<file path="config.mk">
export PLATFORM = sky130hd
export DESIGN_NAME = sctu_front
export DESIGN_NICKNAME = d
export VERILOG_FILES = /design/src/rtl/sctu_pkg.sv /design/src/rtl/sctu_front.sv
export SDC_FILE = /design/constraint.sdc
export NUM_CORES = 2
export LEC_CHECK = 0
export ABC_AREA = 1
export BUFFER_PORTS_ARGS = -buffer_cell sky130_fd_sc_hd__buf_2
export CAP_MARGIN = 10
export CELL_PAD_IN_SITES_DETAIL_PLACEMENT = 1
export CELL_PAD_IN_SITES_GLOBAL_PLACEMENT = 1
export CORE_MARGIN = 2
export CORE_UTILIZATION = 25
export DETAILED_ROUTE_END_ITERATION = 8
export HOLD_SLACK_MARGIN = 0.1
export PLACE_DENSITY = 0.55
export SYNTH_ARGS = -nofsm -noshare
export SYNTH_HDL_FRONTEND = slang
export SYNTH_SLANG_ARGS = --single-unit
</file>
<file path="constraint.sdc">
create_clock -name clock -period 6.9 [get_ports clock]
set_input_delay 1.725 -clock clock [delete_from_list [all_inputs] [get_ports clock]]
set_output_delay 1.725 -clock clock [all_outputs]
set_load 0.05 [all_outputs]
</file>
<file path="src/rtl/sctu_pkg.sv">
// ----------------------------------------------------------------------------
// sctu_pkg
// Shared types, constants and coefficient table for the sine, cosine and
// tangent unit.
// ----------------------------------------------------------------------------
package sctu_pkg;

   // pi/2 in Q.32
   localparam logic [32:0] HP_Q32 = 33'd6746518852;

   // reciprocal of pi/2 scaled by 2^32, used for the quadrant estimate
   localparam logic [63:0] RECIP_WIDE = 64'hFFFF_FFFF_FFFF_FFFF / 64'd6746518852;
   localparam logic [31:0] RECIP_Q    = RECIP_WIDE[31:0];

   // highest coefficient index of the odd polynomial
   localparam int MAX_TERM = 10;

   // defaults for the top level parameters
   localparam int DEF_FULL_DEGREE = 17;
   localparam int DEF_FAST_DEGREE = 7;
   localparam int DEF_QUEUE_DEPTH = 4;

   // function selector codes
   typedef enum logic [1:0] {
      FUNC_SIN  = 2'd0,
      FUNC_COS  = 2'd1,
      FUNC_TAN  = 2'd2,
      FUNC_NONE = 2'd3
   } func_type;

   // classified request handed from the front to the back
   typedef struct packed {
      func_type    func;
      logic        neg;
      logic [1:0]  quad;
      logic [32:0] r;
      logic        mag_zero;
   } item_type;

   // signed Taylor coefficients (-1)^k / (2k+1)! in Q.60
   function automatic logic signed [63:0] coef(input logic [3:0] k);
      logic signed [63:0] c;
      unique case (k)
         4'd0:    c = 64'sd1152921504606846976;
         4'd1:    c = -64'sd192153584101141163;
         4'd2:    c = 64'sd9607679205057058;
         4'd3:    c = -64'sd228754266787073;
         4'd4:    c = 64'sd3177142594265;
         4'd5:    c = -64'sd28883114493;
         4'd6:    c = 64'sd185148170;
         4'd7:    c = -64'sd881658;
         4'd8:    c = 64'sd3241;
         4'd9:    c = -64'sd9;
         default: c = 64'sd0;
      endcase
      return c;
   endfunction

endpackage

</file>
<file path="src/rtl/sctu_front.sv">
// ----------------------------------------------------------------------------
// sctu_front
// Takes requests, forms the angle magnitude and splits it into quadrant and
// residue modulo pi/2 in a pipeline, one request per cycle.
// ----------------------------------------------------------------------------
module sctu_front (
   input  logic                  clock,
   input  logic                  reset,
   input  logic                  accept,
   input  logic [1:0]            func,
   input  logic signed [47:0]    angle,
   output logic                  push,
   output sctu_pkg::item_type    push_item
);

   logic        v1_ff, v2_ff, v3_ff;
   logic [1:0]  func1_ff, func2_ff, func3_ff;
   logic        neg1_ff, neg2_ff, neg3_ff;
   logic [47:0] mag1_ff, mag2_ff;
   logic [63:0] prod2_ff;
   logic        zero3_ff;
   logic [15:0] qe3_ff;
   logic [33:0] r3_ff;

   logic [48:0] diff;
   logic        ge;
   logic [33:0] r_fix;

   // valid bits
   always_ff @(posedge clock) begin
      if (reset) begin
         v1_ff <= 1'b0;
         v2_ff <= 1'b0;
         v3_ff <= 1'b0;
      end else begin
         v1_ff <= accept;
         v2_ff <= v1_ff;
         v3_ff <= v2_ff;
      end
   end

   // raw residue from the estimated quotient
   assign diff = {1'b0, mag2_ff} - ({33'd0, prod2_ff[63:48]} * {16'd0, sctu_pkg::HP_Q32});

   // payload stages
   always_ff @(posedge clock) begin
      // stage 1: sign and magnitude
      func1_ff <= func;
      neg1_ff  <= angle[47];
      mag1_ff  <= angle[47] ? 48'(-angle) : 48'(angle);
      // stage 2: reciprocal product
      func2_ff <= func1_ff;
      neg2_ff  <= neg1_ff;
      mag2_ff  <= mag1_ff;
      prod2_ff <= {32'd0, mag1_ff[47:16]} * {32'd0, sctu_pkg::RECIP_Q};
      // stage 3: estimated quotient and residue
      func3_ff <= func2_ff;
      neg3_ff  <= neg2_ff;
      zero3_ff <= (mag2_ff == 48'd0);
      qe3_ff   <= prod2_ff[63:48];
      r3_ff    <= diff[33:0];
   end

   // one correction step: the estimate is low by at most one
   assign ge    = (r3_ff >= {1'b0, sctu_pkg::HP_Q32});
   assign r_fix = ge ? (r3_ff - {1'b0, sctu_pkg::HP_Q32}) : r3_ff;

   assign push               = v3_ff;
   assign push_item.func     = sctu_pkg::func_type'(func3_ff);
   assign push_item.neg      = neg3_ff;
   assign push_item.quad     = qe3_ff[1:0] + {1'b0, ge};
   assign push_item.r        = r_fix[32:0];
   assign push_item.mag_zero = zero3_ff;

endmodule

</file>
==> results.tsv <==
stage	metric	value	unit
status	status	finished clean	
clock_network	Root Driver	clkbuf_16	
place	Port Buffer Count	92	
logic_synthesis	Post-Syn Area per Cell	8.04	µm²
sta	setup violators final	0	
route	routed length per instance	19.0	µm
place	Placed Area	36400	µm²
route	initial drt markers	1140	
clock_network	CTS tree	built	
critical_path	worst stage delay on the critical path	560	ps
sta	achievable frequency	0.153	GHz
clock_network	# hold bufs at CTS	0	
critical_path	CP most frequent cell	fa_1	
logic_synthesis	synth warn	0	
global_routing	pin count of the biggest net entering global routing	47	
layout	area delta synth->final	12.6	%
critical_path	Worst Path Required	7320	ps
logic_synthesis	Post-synth ARST share	0	%
critical_path	CP Buf/Inv Count	6	
global_routing	all-layer global routing usage	17.7	%
sta	Final Hold Vio Count	0	
sta	Max Slew Vio Count	0	
flow_run	Max Cap Viol	0	
route	Post-DRT Antenna Nets	0	
place	GPL Wtd Cong	0.897	
clock_network	CTS Sinks	161	
logic_synthesis	Gate Count Post-Synth	4109	
die	die outline height	367	µm
critical_path	crit path max fanout	5	
die	die area	135000	µm²
sta	measured slew at the worst slew-check pin	972	ps
route	DRC	0	
critical_path	family with the most delay on the worst path	adder cells	
logic_synthesis	Synth area leaders	fa_1 33%, ha_1 20%, inv_1 13%	
sta	max_slew headroom	35.1	%
critical_path	WP data arrival	6960	ps
logic_synthesis	Post-synth EDFFs	0	
sta	minimum clock period	6540	ps
layout	Total Nets Final	5425	
clock_network	Max clock buf depth	2	
sta	crit share post-route	94.7	%
route	Pre-antenna DRT Iters	6	
global_routing	vias in the first global route	29400	
clock_network	CTS Buf Count	17	
global_routing	first-pass GRT wire length	179000	µm
die	initial core utilization	25.2	%
critical_path	Worst Setup Path Type	reg -> reg	
logic_synthesis	share of the synthesized area in the top cell type	33.0	%
global_routing	total grt overflow	0	
clock_network	clock insertion delay at the later pin of the skew report	520	ps
route	vias per inst	4.33	
sta	clock skew	22.3	ps
die	CORE AREA	131000	µm²
die	IO Count	93	
logic_synthesis	post-synthesis instance area	33000	µm²
hold_path	Min-Delay Path Class	reg -> reg	
layout	post-route cell area	37200	µm²
place	HPWL reported at the end of detailed placement	107000	µm
logic_synthesis	Top FF cell, synth	dfxtp_1	
route	via count	26400	
global_routing	antenna violations before repair	7	
critical_path	slowest CP cell	fa_1	
logic_synthesis	Yosys top cell by area	fa_1	
critical_path	Critical Path Sink Type	register	
logic_synthesis	register area share after synthesis	9.76	%
layout	non-filler cells in the finished layout	6083	
layout	share of cells above drive strength 1	7.03	%
route	wirelength, routed	116000	µm
place	Placed Cells	6042	
critical_path	crit-path cells	inv_1 > fa_1 > fa_1 > fa_1 > inv_1 > fa_1 > fa_1 > fa_1 > fa_1 > inv_1 > fa_1 > inv_1 > ha_1 > nand2_1 > nor2_1 > inv_1 > o21bai_1 > inv_1 > nand2_1 > nand2_1 > nand3_1 > nand2_1 > nand2_1	
clock_network	H-tree levels	4	
logic_synthesis	Yosys reg bits	161	
logic_synthesis	syn nets	5222	
critical_path	critical path launch point type	register	
layout	final core utilization	28.3	%
logic_synthesis	top-count cell post-synth	inv_1	
die	FP Rows	133	
die	Die X	367	µm
clock_network	clk slew on worst S/H paths	90	ps
logic_synthesis	top cells by instance count after synthesis	1139 x inv_1, 769 x nand2_1, 545 x fa_1	
logic_synthesis	post-synthesis cell type count	42	
==> flip-flops by register name (all words and copies together), names as in the netlist, 2 cells and up <==
name,cells
mag1_ff,48
qe3_ff,2
r3_ff,34
prod2_ff,16
mag2_ff,48
func2_ff,2
func3_ff,2
func1_ff,2
==> kinds of logic after synthesis <==
group / count (synthesis) / synth area share, %
simple gates: 1324 / 16.7
buf+inv: 1169 / 13.4
fa+ha+maj: 1060 / 52.5
compound gates: 293 / 4.86
flops: 161 / 9.76
xor+xnor: 102 / 2.71
==> metrics by stage <==
step / worst slack (ps) / TNS, ps / hold slack (ps)
after detailed placement: 154 / 0 / 313
after floorplan: 650 / 0 / 310
after global routing: -14.0 / -19.2 / 330
final: 365 / 0 / 319
after CTS: 123 / 0 / 318
after global placement: 236 / 0 / 310
==> layout by cell type (no fill, tap or decap), types with 12 or more instances in the layout <==
| master | n |
|---|---|
| o21bai_1 | 14 |
| nand4_1 | 51 |
| inv_2 | 13 |
| nand3b_1 | 12 |
| buf_4 | 108 |
| a21oi_1 | 124 |
| nand3_1 | 135 |
| clkbuf_16 | 17 |
| xnor2_1 | 30 |
| nor2_1 | 260 |
| ha_1 | 508 |
| xor2_1 | 71 |
| o21ai_1 | 15 |
| nand2_1 | 766 |
| nor3_1 | 45 |
| nor4_1 | 15 |
| inv_1 | 1137 |
| fa_1 | 543 |
| o21ai_0 | 91 |
| dfxtp_1 | 155 |
| buf_2 | 92 |
==> final timing paths <==
check | startpoint | end | slack (ps) | depth (start not counted)
worst max-delay path | mag1_ff[28] | prod2_ff[51] | 360 | 23
worst min-delay path | func1_ff[1] | func2_ff[1] | 320 | 0
worst max register to register | mag1_ff[28] | prod2_ff[51] | 360 | 23
worst min register to register | func1_ff[1] | func2_ff[1] | 320 | 0
==> worst reg2reg max path: cells and delay by family, from the launching register on <==
family                   cells  cell delay (ps)
adder cells (fa/ha/maj)      9             4340
buffers and inverters        6              810
AND/OR/NAND/NOR              7              730
flip-flops                   1              320
AO/OA/AOI/OAI                1              210
==> cell type report <==
cell class | instances | area (µm²)
fillers | 15900 | 94100
multi-input cells | 2779 | 25500
inverters | 1152 | 4330
flip-flops and latches | 161 | 3230
well taps | 1755 | 2200
repair buffers | 201 | 1290
clock buffers | 19 | 433
clock inverters | 13 | 168
diodes | 3 | 7.51
==> routing by layer <==
layer / track usage [%] / part of all wire (%) / vias to the layer above
met5: 0 / 0.029 / -
met4: 3.67 / 1.9 / 4
met3: 2.32 / 3.5 / 87
met2: 30.1 / 47 / 350
met1: 23.7 / 47 / 13100
li1: - / - / 12800
==> timing repair <==
item,CTS,global route
buffers inserted,0,6
endpoints found under the setup margin,0,25
resized for setup,0,50
Power is left out: the tool's default activity adds up to more than one toggle a clock period on the data nets, which glitch-free logic cannot reach.
