$ cat src/rtl/sctu_pkg.sv
// ----------------------------------------------------------------------------
// sctu_pkg
// Shared types, constants and coefficient table for the sine, cosine and
// tangent unit.
// ----------------------------------------------------------------------------
package sctu_pkg;

   // pi/2 in Q.32
   localparam logic [32:0] HP_Q32 = 33'd6746518852;

   // reciprocal of pi/2 scaled by 2^32, used for the quadrant estimate
   localparam logic [63:0] RECIP_WIDE = 64'hFFFF_FFFF_FFFF_FFFF / 64'd6746518852;
   localparam logic [31:0] RECIP_Q    = RECIP_WIDE[31:0];

   // highest coefficient index of the odd polynomial
   localparam int MAX_TERM = 10;

   // defaults for the top level parameters
   localparam int DEF_FULL_DEGREE = 17;
   localparam int DEF_FAST_DEGREE = 7;
   localparam int DEF_QUEUE_DEPTH = 4;

   // function selector codes
   typedef enum logic [1:0] {
      FUNC_SIN  = 2'd0,
      FUNC_COS  = 2'd1,
      FUNC_TAN  = 2'd2,
      FUNC_NONE = 2'd3
   } func_type;

   // classified request handed from the front to the back
   typedef struct packed {
      func_type    func;
      logic        neg;
      logic [1:0]  quad;
      logic [32:0] r;
      logic        mag_zero;
   } item_type;

   // signed Taylor coefficients (-1)^k / (2k+1)! in Q.60
   function automatic logic signed [63:0] coef(input logic [3:0] k);
      logic signed [63:0] c;
      unique case (k)
         4'd0:    c = 64'sd1152921504606846976;
         4'd1:    c = -64'sd192153584101141163;
         4'd2:    c = 64'sd9607679205057058;
         4'd3:    c = -64'sd228754266787073;
         4'd4:    c = 64'sd3177142594265;
         4'd5:    c = -64'sd28883114493;
         4'd6:    c = 64'sd185148170;
         4'd7:    c = -64'sd881658;
         4'd8:    c = 64'sd3241;
         4'd9:    c = -64'sd9;
         default: c = 64'sd0;
      endcase
      return c;
   endfunction

endpackage

$ cat src/rtl/sctu_queue.sv
// ----------------------------------------------------------------------------
// sctu_queue
// Small first-in first-out queue of classified requests between the front
// and the back.
// ----------------------------------------------------------------------------
module sctu_queue #(
   parameter int DEPTH = sctu_pkg::DEF_QUEUE_DEPTH
) (
   input  logic                  clock,
   input  logic                  reset,
   input  logic                  push,
   input  sctu_pkg::item_type    push_item,
   input  logic                  pop,
   output sctu_pkg::item_type    pop_item,
   output logic                  empty
);

   localparam int PW = (DEPTH > 1) ? $clog2(DEPTH) : 1;
   localparam int CW = $clog2(DEPTH + 1);

   sctu_pkg::item_type slot_ff [DEPTH];
   logic [PW-1:0] wr_ff, wr_in;
   logic [PW-1:0] rd_ff, rd_in;
   logic [CW-1:0] cnt_ff, cnt_in;

   // pointer and count update
   always_comb begin
      wr_in  = wr_ff;
      rd_in  = rd_ff;
      cnt_in = cnt_ff;
      if (push) begin
         wr_in = (wr_ff == PW'(DEPTH - 1)) ? '0 : wr_ff + 1'b1;
      end
      if (pop) begin
         rd_in = (rd_ff == PW'(DEPTH - 1)) ? '0 : rd_ff + 1'b1;
      end
      unique case ({push, pop})
         2'b10:   cnt_in = cnt_ff + 1'b1;
         2'b01:   cnt_in = cnt_ff - 1'b1;
         default: cnt_in = cnt_ff;
      endcase
   end

   always_ff @(posedge clock) begin
      if (reset) begin
         wr_ff  <= '0;
         rd_ff  <= '0;
         cnt_ff <= '0;
      end else begin
         wr_ff  <= wr_in;
         rd_ff  <= rd_in;
         cnt_ff <= cnt_in;
      end
   end

   // storage
   always_ff @(posedge clock) begin
      if (push) begin
         slot_ff[wr_ff] <= push_item;
      end
   end

   assign pop_item = slot_ff[rd_ff];
   assign empty    = (cnt_ff == '0);

endmodule

$ cat config.mk
export PLATFORM = sky130hd
export DESIGN_NAME = sctu_queue
export DESIGN_NICKNAME = d
export VERILOG_FILES = /design/src/rtl/sctu_pkg.sv /design/src/rtl/sctu_queue.sv
export SDC_FILE = /design/constraint.sdc
export NUM_CORES = 1
export LEC_CHECK = 0
export BUFFER_PORTS_ARGS = -buffer_cell sky130_fd_sc_hd__buf_2
export CAP_MARGIN = 20
export CORE_UTILIZATION = 45
export CTS_CLUSTER_DIAMETER = 120
export CTS_CLUSTER_SIZE = 20
export DETAILED_ROUTE_END_ITERATION = 10
export GPL_ROUTABILITY_DRIVEN = 0
export PLACE_DENSITY = 0.68
export SETUP_SLACK_MARGIN = 0.5
export SLEW_MARGIN = 20
export SYNTH_ARGS = -nofsm -noshare
export SYNTH_HDL_FRONTEND = slang
export SYNTH_SLANG_ARGS = --single-unit
$ cat constraint.sdc
create_clock -name clock -period 3.46 [get_ports clock]
set_clock_uncertainty 0.05 [all_clocks]
set_input_delay 0 -clock clock [delete_from_list [all_inputs] [get_ports clock]]
set_output_delay 0 -clock clock [all_outputs]
set_load 0.01 [all_outputs]
==> impl_results.md, run 1 <==
- Crit Path Class: reg2out
- Cells after Synth: 250
- Capture point of the worst path: pop_item[1]
- CORE AREA: 13,190 um2
- Period utilization: 0.6670
- Seq pwr share: 0.507
- RSZ-0062 raised after global routing: false
- Worst skew pair latency: 0.41 ns
- Clk pwr share: 0.412
- Syn Area/Cell: 24.24 um2
- Die Area: 13,930 um2
- Root Buffer: clkbuf_16
- Drt pass-1 iters: 4
- Commonest non-fill, non-tap cell in the layout: edfxtp_1
- TritonCTS Buffers: 17
- Final setup violating endpoints: 0
- Sequential share of the synthesized area: 0.8028
- CP Capture Type: output pin
- Setup TNS: 0 ns
- Global-route wire length before repair: 16,370 um
- Htree depth: 4
- Largest net degree at the start of global routing: 40
- DR vias: 2,897
- Reg2reg end: slot_ff[0][19]
- Post-Route WL: 10,420 um
- Max-slew violations: 0
- PwrDens: 594.4 nW/um2
- Vias in the first global route: 3,135
- Peak VDD IR: 271.5 uV
- Antenna Cells: 0
- Multi-input gate area: 1121 um2
- CTS tree: yes
- Max Buffers Root-to-Sink: 2
- GR Util All Layers: 0.1621
- Die extent in x: 118.0 um
- Initial antenna violation count: 0
- Worst hold slack: 0.2817 ns
- Crit-path max FO: 19
- Remaining antenna violation count: 0
- Hold Fails Final Rpt: 0
- Die height: 118.0 um
- Clock transition at path regs: 0.06 ns
- Util after Layout: 0.5836
- Max_cap viols: 0
- Lkg Pwr: 2.656 nW
- Syn. warnings: 0
- Commonest cells after routing, fill and taps aside: 156 x edfxtp_1, 82 x buf_2, 42 x dlygate4sd3_1, 39 x mux4_2, 17 x clkbuf_16
- Post-route setup slack: 1.152 ns
- Row cnt: 42
- Flops & latches, synth: 165
- Worst EP arrival: 2.26 ns
- Crit Reg-Reg Startpoint: wr_ff[0]
- Fin crit period: 2.308 ns
- Cell area after synthesis: 6060 um2
- Area Overhead vs Synth: 27.03%
- Distinct cells, synth: 19
- Reg-to-reg setup timing slack: 1.59 ns
- DPL Wire Length: 5930 um
- Iteration-0 DRC Markers: 208
- Switching portion of total power: 0.1984
- Cell Int Power: 3.668 mW
- CTS resizes: 0
- Ports: 83
- Pre-CTS setup slack: 1.487 ns
- Starting Density: 0.4594
- Worst path required time: 3.41 ns
- GRT overflow: 0
- Final-layout fill cell count: 979
- Combinational power share: 0.081
- # DRC: 0
- Status: complete, no violations
- Worst r2r path cells: 3
- Vias/cell: 5.030
- # port buffers: 82
- Hold Startpoint: push_item[1]
- Max Freq: 433.3 MHz
- Syn_nets: 300
- Nets: 438
- Psw: 907.7 uW
- Rel. slew slack: 0.2716
- Routed wire length per instance: 18.09 um
- Hold Path Class: in2reg
- Worst setup SP type: flip-flop
- Sink Count: 165
- Layout cells sized above 1: 0.3850
- Reg area: 4867 um2
- Worst Max-Slew Pin Slew: 1.093 ns
area by class of cell:
class                           instances  area share
Clock inverter                         10     0.02032
Clock buffer                           21     0.05722
Timing Repair Buffer                  127      0.1125
Multi-Input combinational cell         70      0.1456
Inverter                                7    0.003414
Sequential cell                       165      0.6323
Tap cell                              176     0.02861
metal layers:
| layer | global-route usage | share of wire | vias to the layer above |
|---|---|---|---|
| li1 | - | - | 1319 |
| met2 | 0.2610 | 0.51 | 69 |
| met1 | 0.2094 | 0.44 | 1498 |
| met5 | 0 | 0 | - |
| met3 | 0.04312 | 0.037 | 11 |
| met4 | 0.06811 | 0.013 | 0 |
cells by family after synthesis:
logic type,after synthesis,synth area share
muxes,41,0.1483
xor gates and xnor gates,2,0.002891
DFF,165,0.8028
and+or+nand+nor,15,0.01280
AOI/OAI and AO/OA,5,0.004129
buffers and inverters,15,0.01342
adders and majority gates,7,0.01569
worst min-delay path by stage:
stage	to	slack, ns	cells after the start
detailed placement	slot_ff[0][21]	0.17	1
CTS	slot_ff[3][1]	0.27	2
finish	slot_ff[2][1]	0.28	2
floorplan	cnt_ff[2]	0.02	1
global route	slot_ff[1][1]	0.28	2
global placement	slot_ff[0][30]	0.16	1
flip-flops by register name, indices dropped and copies added (netlist names), named ones only:
signal,count
cnt_ff,3
rd_ff,2
slot_ff,156
wr_ff,2
through the flow:
step | std cells | power [mW] | area [um2]
2_1_floorplan | 250 | 2.550 | 6060
3_3_place_gp | 502 | 2.688 | 6658
3_5_place_dp | 503 | 2.701 | 6678
4_1_cts | 576 | 4.615 | 7695
5_1_grt | 576 | 4.724 | 7697
6_report | 576 | 4.575 | 7697
critical path: stages, from the launching register on:
cell     delay [ns]
dfxtp_2        0.76
buf_4          0.38
mux4_2         0.54
buf_2          0.15
synthesized netlist by cell type:
master / count / area (um2)
xor2_1: 2 / 17.52
buf_4: 2 / 15.01
nor3_1: 1 / 5.000
ha_1: 6 / 75.07
fa_1: 1 / 20.02
edfxtp_1: 156 / 4684
nor3b_1: 2 / 15.01
mux4_2: 39 / 878.3
nor2_1: 7 / 26.28
buf_6: 2 / 22.52
or3_1: 1 / 6.260
a21oi_1: 4 / 20.02
inv_1: 7 / 26.28
and2_1: 4 / 25.02
buf_2: 2 / 10.01
o21ai_0: 1 / 5.000
dfxtp_1: 9 / 180.2
clkbuf_1: 2 / 7.510
mux2i_1: 2 / 20.02
power groups by stage:
stage	clock [mW]	combinational, mW	sequential (mW)
floorplan	0	0.217	2.33
global placement	0	0.328	2.36
detailed placement	0	0.336	2.36
CTS	1.92	0.376	2.32
global route	1.99	0.402	2.33
finish	1.89	0.369	2.32
repair_timing:
action                                  in CTS  in global routing
endpoints found under the hold margin      165                  0
hold buffers                                42                  0
buffers inserted                             0                  0
endpoints found under the setup margin       0                  0
No activity file was read; power rests on OpenSTA's default activity.
==> run 2, diff against run 1 <==
- PLACE_DENSITY: 0.68 -> 0.7
- clock period: 3.46 -> 2 ns (I/O delays scaled with it)
==> run 2 against run 1 <==
Utilization grew 1.8 points. Design area rose by 3.2%. Sequential power increased by 71%. Flip-flop and latch count unchanged. Die area stayed put. Non-clock buffer count rose by 19. Highest routed layer unchanged. Setup slack got worse by 0.90 ns. Hold slack got worse by 0.19 ns. Critical path type unchanged. Register-to-register slack worse by 1.1 ns. Clock power rose by 70%. Via count rose by 2.3%. Critical endpoint is now pop_item[8]. Global-route usage up 0.80 points.
==> impl_results.md, run 2 (synthesis gave the netlist of run 1 again) <==
- Reg2reg end: cnt_ff[2]
- Routed wire length per instance: 18.02 um
- Biggest register: slot_ff
- Starting Density: 0.4594
- Die Area: 13,930 um2
- Rel. slew slack: 0.7694
- Commonest cells after routing, fill and taps aside: 156 x edfxtp_1, 82 x buf_2, 43 x dlygate4sd3_1, 39 x mux4_2, 17 x clkbuf_16
- Max reg flops: 156
- TritonCTS Buffers: 17
- Util after Layout: 0.6020
- Post-Route WL: 10,740 um
- Sink Count: 165
- # port buffers: 82
- Setup TNS: 0 ns
- Peak VDD IR: 808.4 uV
- Fin crit period: 1.749 ns
- Vias in the first global route: 3,137
- DPL Wire Length: 6209 um
- Crit Reg-Reg Startpoint: cnt_ff[0]
- DP Cell Count: 508
- Max-slew violations: 0
- Largest regs: slot_ff: 156 flops, cnt_ff: 3 flops
- Hold Fails Final Rpt: 0
- Max_cap viols: 0
- Worst r2r path cells: 5
- Drt pass-1 iters: 4
- Pwr Total: 7.937 mW
- Worst Max-Slew Pin Slew: 0.3459 ns
- CTS tree: yes
- Largest net degree at the start of global routing: 24
- GRT overflow: 0
- GR Util All Layers: 0.1701
- Worst skew pair latency: 0.42 ns
- Die height: 118.0 um
- Worst setup SP type: flip-flop
- Vias/cell: 4.975
- CP Capture Type: output pin
- Clock transition at path regs: 0.06 ns
- Ports: 83
- PwrDens: 999.5 nW/um2
- DR vias: 2,965
- Iteration-0 DRC Markers: 136
- Commonest non-fill, non-tap cell in the layout: edfxtp_1
- Lkg Pwr: 2.777 nW
- Antenna Cells: 0
- Final setup violating endpoints: 0
- Nets: 457
- Global-route wire length before repair: 16,970 um
- Die extent in x: 118.0 um
- RSZ-0062 raised after global routing: true
- Status: complete, no violations
- Final std cells w/o fill: 596
- Worst EP arrival: 1.70 ns
- Area Overhead vs Synth: 31.03%
- Worst path required time: 1.95 ns
- Hold Path Class: in2reg
- Period utilization: 0.8743
- # DRC: 0
- Htree depth: 4
- Initial antenna violation count: 0
- Layout cells sized above 1: 0.4238
- Max Freq: 571.9 MHz
- Remaining antenna violation count: 0
- Capture point of the worst path: pop_item[8]
- Row cnt: 42
- Crit Path Class: reg2out
- Crit-path max FO: 20
- Root Buffer: clkbuf_16
- Max Buffers Root-to-Sink: 2
- CORE AREA: 13,190 um2
- Reg-to-reg setup timing slack: 0.52 ns
[run 2: cell types whose count changed in the layout (fill, tap and decap cells not counted), sizes merged]
| cell | change |
|---|---|
| dlymetal6s4s | +1 |
| clkinvlp | +2 |
| clkinv | +2 |
| clkbuf | -2 |
| bufinv | -1 |
| dlygate4sd3 | +1 |
| buf | +17 |
[run 2: worst min-delay path by stage]
| stage | startpoint | slack [ns] | end | cells past startpoint |
|---|---|---|---|---|
| floorplan | reset | 0.01 | cnt_ff[0] | 1 |
| global placement | push_item[16] | 0.16 | slot_ff[0][16] | 1 |
| detailed placement | push_item[25] | 0.17 | slot_ff[1][25] | 1 |
| CTS | push | 0.09 | slot_ff[0][12] | 3 |
| global route | push | 0.12 | slot_ff[0][12] | 3 |
| finish | push | 0.09 | wr_ff[1] | 4 |
[run 2: area by class of cell]
cell class | count | area, um2
clock buffer | 19 | 432.9
clock inverter | 13 | 158.9
fill | 954 | 5250
inverter | 7 | 26.28
multi-input combinational | 70 | 1139
sequential | 165 | 4872
tap | 176 | 220.2
timing repair buffer | 146 | 1091
[run 2: repair_timing]
| item | CTS | global route |
|---|---|---|
| resized for setup | 4 | 4 |
| hold endpoints to repair | 165 | 0 |
| pin swaps | 0 | 1 |
| gates cloned | 0 | 0 |
| endpoints found under the setup margin | 129 | 41 |
| hold buffers | 44 | 0 |
| buffers inserted | 10 | 2 |
[run 2: through the flow]
stage,instance area [um2],hold slack (ns),setup WS (ns)
detailed placement,6774,0.1682,0.4351
CTS,7909,0.08782,0.2027
floorplan,6071,0.01497,0.5251
global route,7940,0.1159,0.1676
global placement,6774,0.1606,0.4712
finish,7940,0.09459,0.2514
[run 2: worst max-delay path: stages (launching register included)]
cell and delay, ns:
dfxtp_4 0.37, buf_12 0.21, mux4_2 0.54, buf_2 0.16
[run 2: routing by layer]
layer,global-route usage,share of wire,vias up
met5,0,0,-
met4,0.07692,0.019,0
met3,0.05281,0.048,18
met2,0.2570,0.48,77
met1,0.2276,0.45,1510
li1,-,-,1360
[run 2: power by group]
group,switching (mW),internal [mW]
registers,0.0393,3.93
logic,0.355,0.388
clock network,1.27,1.95
total,1.66,6.27
==> run 3, diff against run 2 <==
- ABC_AREA: unset -> 1
==> run 3 against run 2 <==
Setup slack better by 0.070 ns. First-iteration DRC count up 130%. Design area up 7.8%. Clock-buffer cell count down 1. Largest power group unchanged. Flip-flop and latch count unchanged.
==> impl_results.md, run 3 <==
- CP Capture Type: output pin
- Biggest register: slot_ff
- Hold Startpoint: push
- CP Buf/Inv Count: 4
- Drt pass-1 iters: 5
- # port buffers: 82
- DPL Wire Length: 7213 um
- Largest net degree at the start of global routing: 40
- CTS tree: yes
- Commonest cells after routing, fill and taps aside: 156 x edfxtp_1, 81 x buf_2, 68 x nor2_1, 49 x o21ai_0, 43 x dlygate4sd3_1
- Delay of the slowest critical-path stage: 0.44 ns
- Yosys top cell area share: 0.7505
- Worst EP arrival: 1.63 ns
- Syn. warnings: 0
- Vias/cell: 5.263
- Worst r2r path cells: 5
- Max-slew violations: 0
- Global-route wire length before repair: 21,180 um
- Peak VDD IR: 638.3 uV
- Final setup violating endpoints: 0
- Worst Max-Slew Pin Slew: 0.2786 ns
- Post-Route WL: 14,540 um
- GRT overflow: 0
- Hold Path Class: in2reg
- Die Area: 14,350 um2
- Routed wire length per instance: 18.73 um
- Ys flop type: edfxtp_1
- Iteration-0 DRC Markers: 310
- RSZ-0062 raised after global routing: true
- Commonest non-fill, non-tap cell in the layout: edfxtp_1
- # DRC: 0
- CORE AREA: 13,400 um2
- Syn_nets: 487
- Capture point of the worst path: pop_item[17]
- DR vias: 4,084
- Worst-path cell chain: buf_6 > buf_16 > buf_12 > o21ai_2 > o22ai_1 > buf_2
- Crit Reg-Reg Startpoint: wr_ff[0]
- Reg2reg end: slot_ff[0][7]
- Die extent in x: 119.8 um
- Vias in the first global route: 4,094
- CP max-delay cell: dfxtp_4
- DP Cell Count: 681
- CP top delay family: buffers and inverters
- Flops & latches, synth: 165
- PwrDens: 947.0 nW/um2
- Clock transition at path regs: 0.06 ns
- Area leader, netlist: edfxtp_1
- Hold Fails Final Rpt: 0
- Crit-path max FO: 8
- Worst hold slack: 0.04905 ns
- Worst skew pair latency: 0.42 ns
- Area Overhead vs Synth: 37.16%
- Max Buffers Root-to-Sink: 2
- Layout cells sized above 1: 0.3333
- Synth area leaders: edfxtp_1 75%, o21ai_0 6.4%, nor2_1 5.0%, o22ai_1 3.9%, dfxtp_1 2.9%
- Period utilization: 0.8392
- Largest regs: slot_ff: 156 flops, cnt_ff: 3 flops
- Reg-to-reg setup timing slack: 0.57 ns
- Die height: 119.8 um
- Cells after Synth: 437
- Max reg flops: 156
- Starting Density: 0.4658
- Stages on worst setup path: 6
- Worst setup SP type: flip-flop
- Final std cells w/o fill: 776
- Sink Count: 165
- Lkg Pwr: 3.088 nW
- Nets: 637
- Root Buffer: clkbuf_16
- Post-synth ARST share: 0
- Post-synth EDFFs: 156
- Remaining antenna violation count: 0
- Distinct cells, synth: 22
- Ports: 83
- GR Util All Layers: 0.2024
- Most common cell in the synthesized netlist: edfxtp_1
- Setup TNS: 0 ns
- Worst path required time: 1.95 ns
- Synth cell count leaders: 156 x edfxtp_1, 83 x nor2_1, 80 x o21ai_0, 39 x o22ai_1, 16 x inv_1
- Syn Area/Cell: 14.28 um2
- Htree depth: 4
- Fin crit period: 1.678 ns
- Row cnt: 42
- Status: complete, no violations
- Initial antenna violation count: 0
- Max Freq: 595.8 MHz
- Cell area after synthesis: 6242 um2
- TritonCTS Buffers: 17
- Crit Path Class: reg2out
- Rel. slew slack: 0.8123
- Util after Layout: 0.6389
- Antenna Cells: 0
- Sequential share of the synthesized area: 0.7793
- Max_cap viols: 0
-- run 3: layout make-up --
class / count / area (um2)
repair inverters: 1 / 11.26
inverters: 18 / 100.1
clock inverters: 14 / 117.6
repair buffers: 155 / 1435
clock buffers: 18 / 429.2
multi-input cells: 229 / 1374
well taps: 176 / 220.2
flip-flops and latches: 165 / 4875
fillers: 982 / 4838
-- run 3: tightest hold or removal path, delay by kind of cell --
family	cells	cell delay [ns]
and+or+nand+nor	2	0.11
AOI/OAI and AO/OA	1	0.12
buffers and inverters	2	0.25
-- run 3: cell families (layout without fill, tap and decap cells) --
family,count (synthesis),after routing,share of synthesized area
buffers and inverters,43,206,0.03768
flip-flops,165,165,0.7793
AO/OA/AOI/OAI,126,126,0.1088
adder cells (fa/ha/maj),7,7,0.01523
AND/OR/NAND/NOR,96,96,0.05893
-- run 3: power breakdown --
| group | switching [mW] | total (mW) | internal, mW |
|---|---|---|---|
| registers | 0.0583 | 4.00 | 3.94 |
| clock network | 1.24 | 3.03 | 1.80 |
| logic | 0.585 | 1.07 | 0.489 |
-- run 3: timing repair --
item | 4_1_cts | 5_1_grt
endpoints found under the setup margin | 39 | 39
setup buffers | 5 | 4
pin swaps | 4 | 48
cloned | 7 | 4
endpoints found under the hold margin | 165 | 0
hold buffers | 43 | 0
resized for setup | 32 | 88
-- run 3: worst min path at each step --
stage,end,depth (start not counted),slack [ns]
floorplan,wr_ff[0],1,0.01
global placement,slot_ff[2][23],1,0.16
detailed placement,wr_ff[0],2,0.16
CTS,wr_ff[0],5,0.003
global route,slot_ff[0][35],3,0.09
finish,wr_ff[0],5,0.05
-- run 3: routing by layer --
metal | global-route usage | routed length, um
met5 | 0 | 0
met4 | 0.07891 | 96
met2 | 0.3313 | 7346
met1 | 0.2584 | 6152
met3 | 0.05228 | 940
-- run 3: through the flow --
step / cell area (um2) / setup slack, ns / total power, mW
floorplan: 6275 / 0.4010 / 4.481
global placement: 6899 / 0.5867 / 4.779
detailed placement: 6899 / 0.4901 / 4.812
CTS: 8170 / 0.3364 / 7.992
global route: 8562 / 0.2531 / 8.383
finish: 8562 / 0.3216 / 8.108
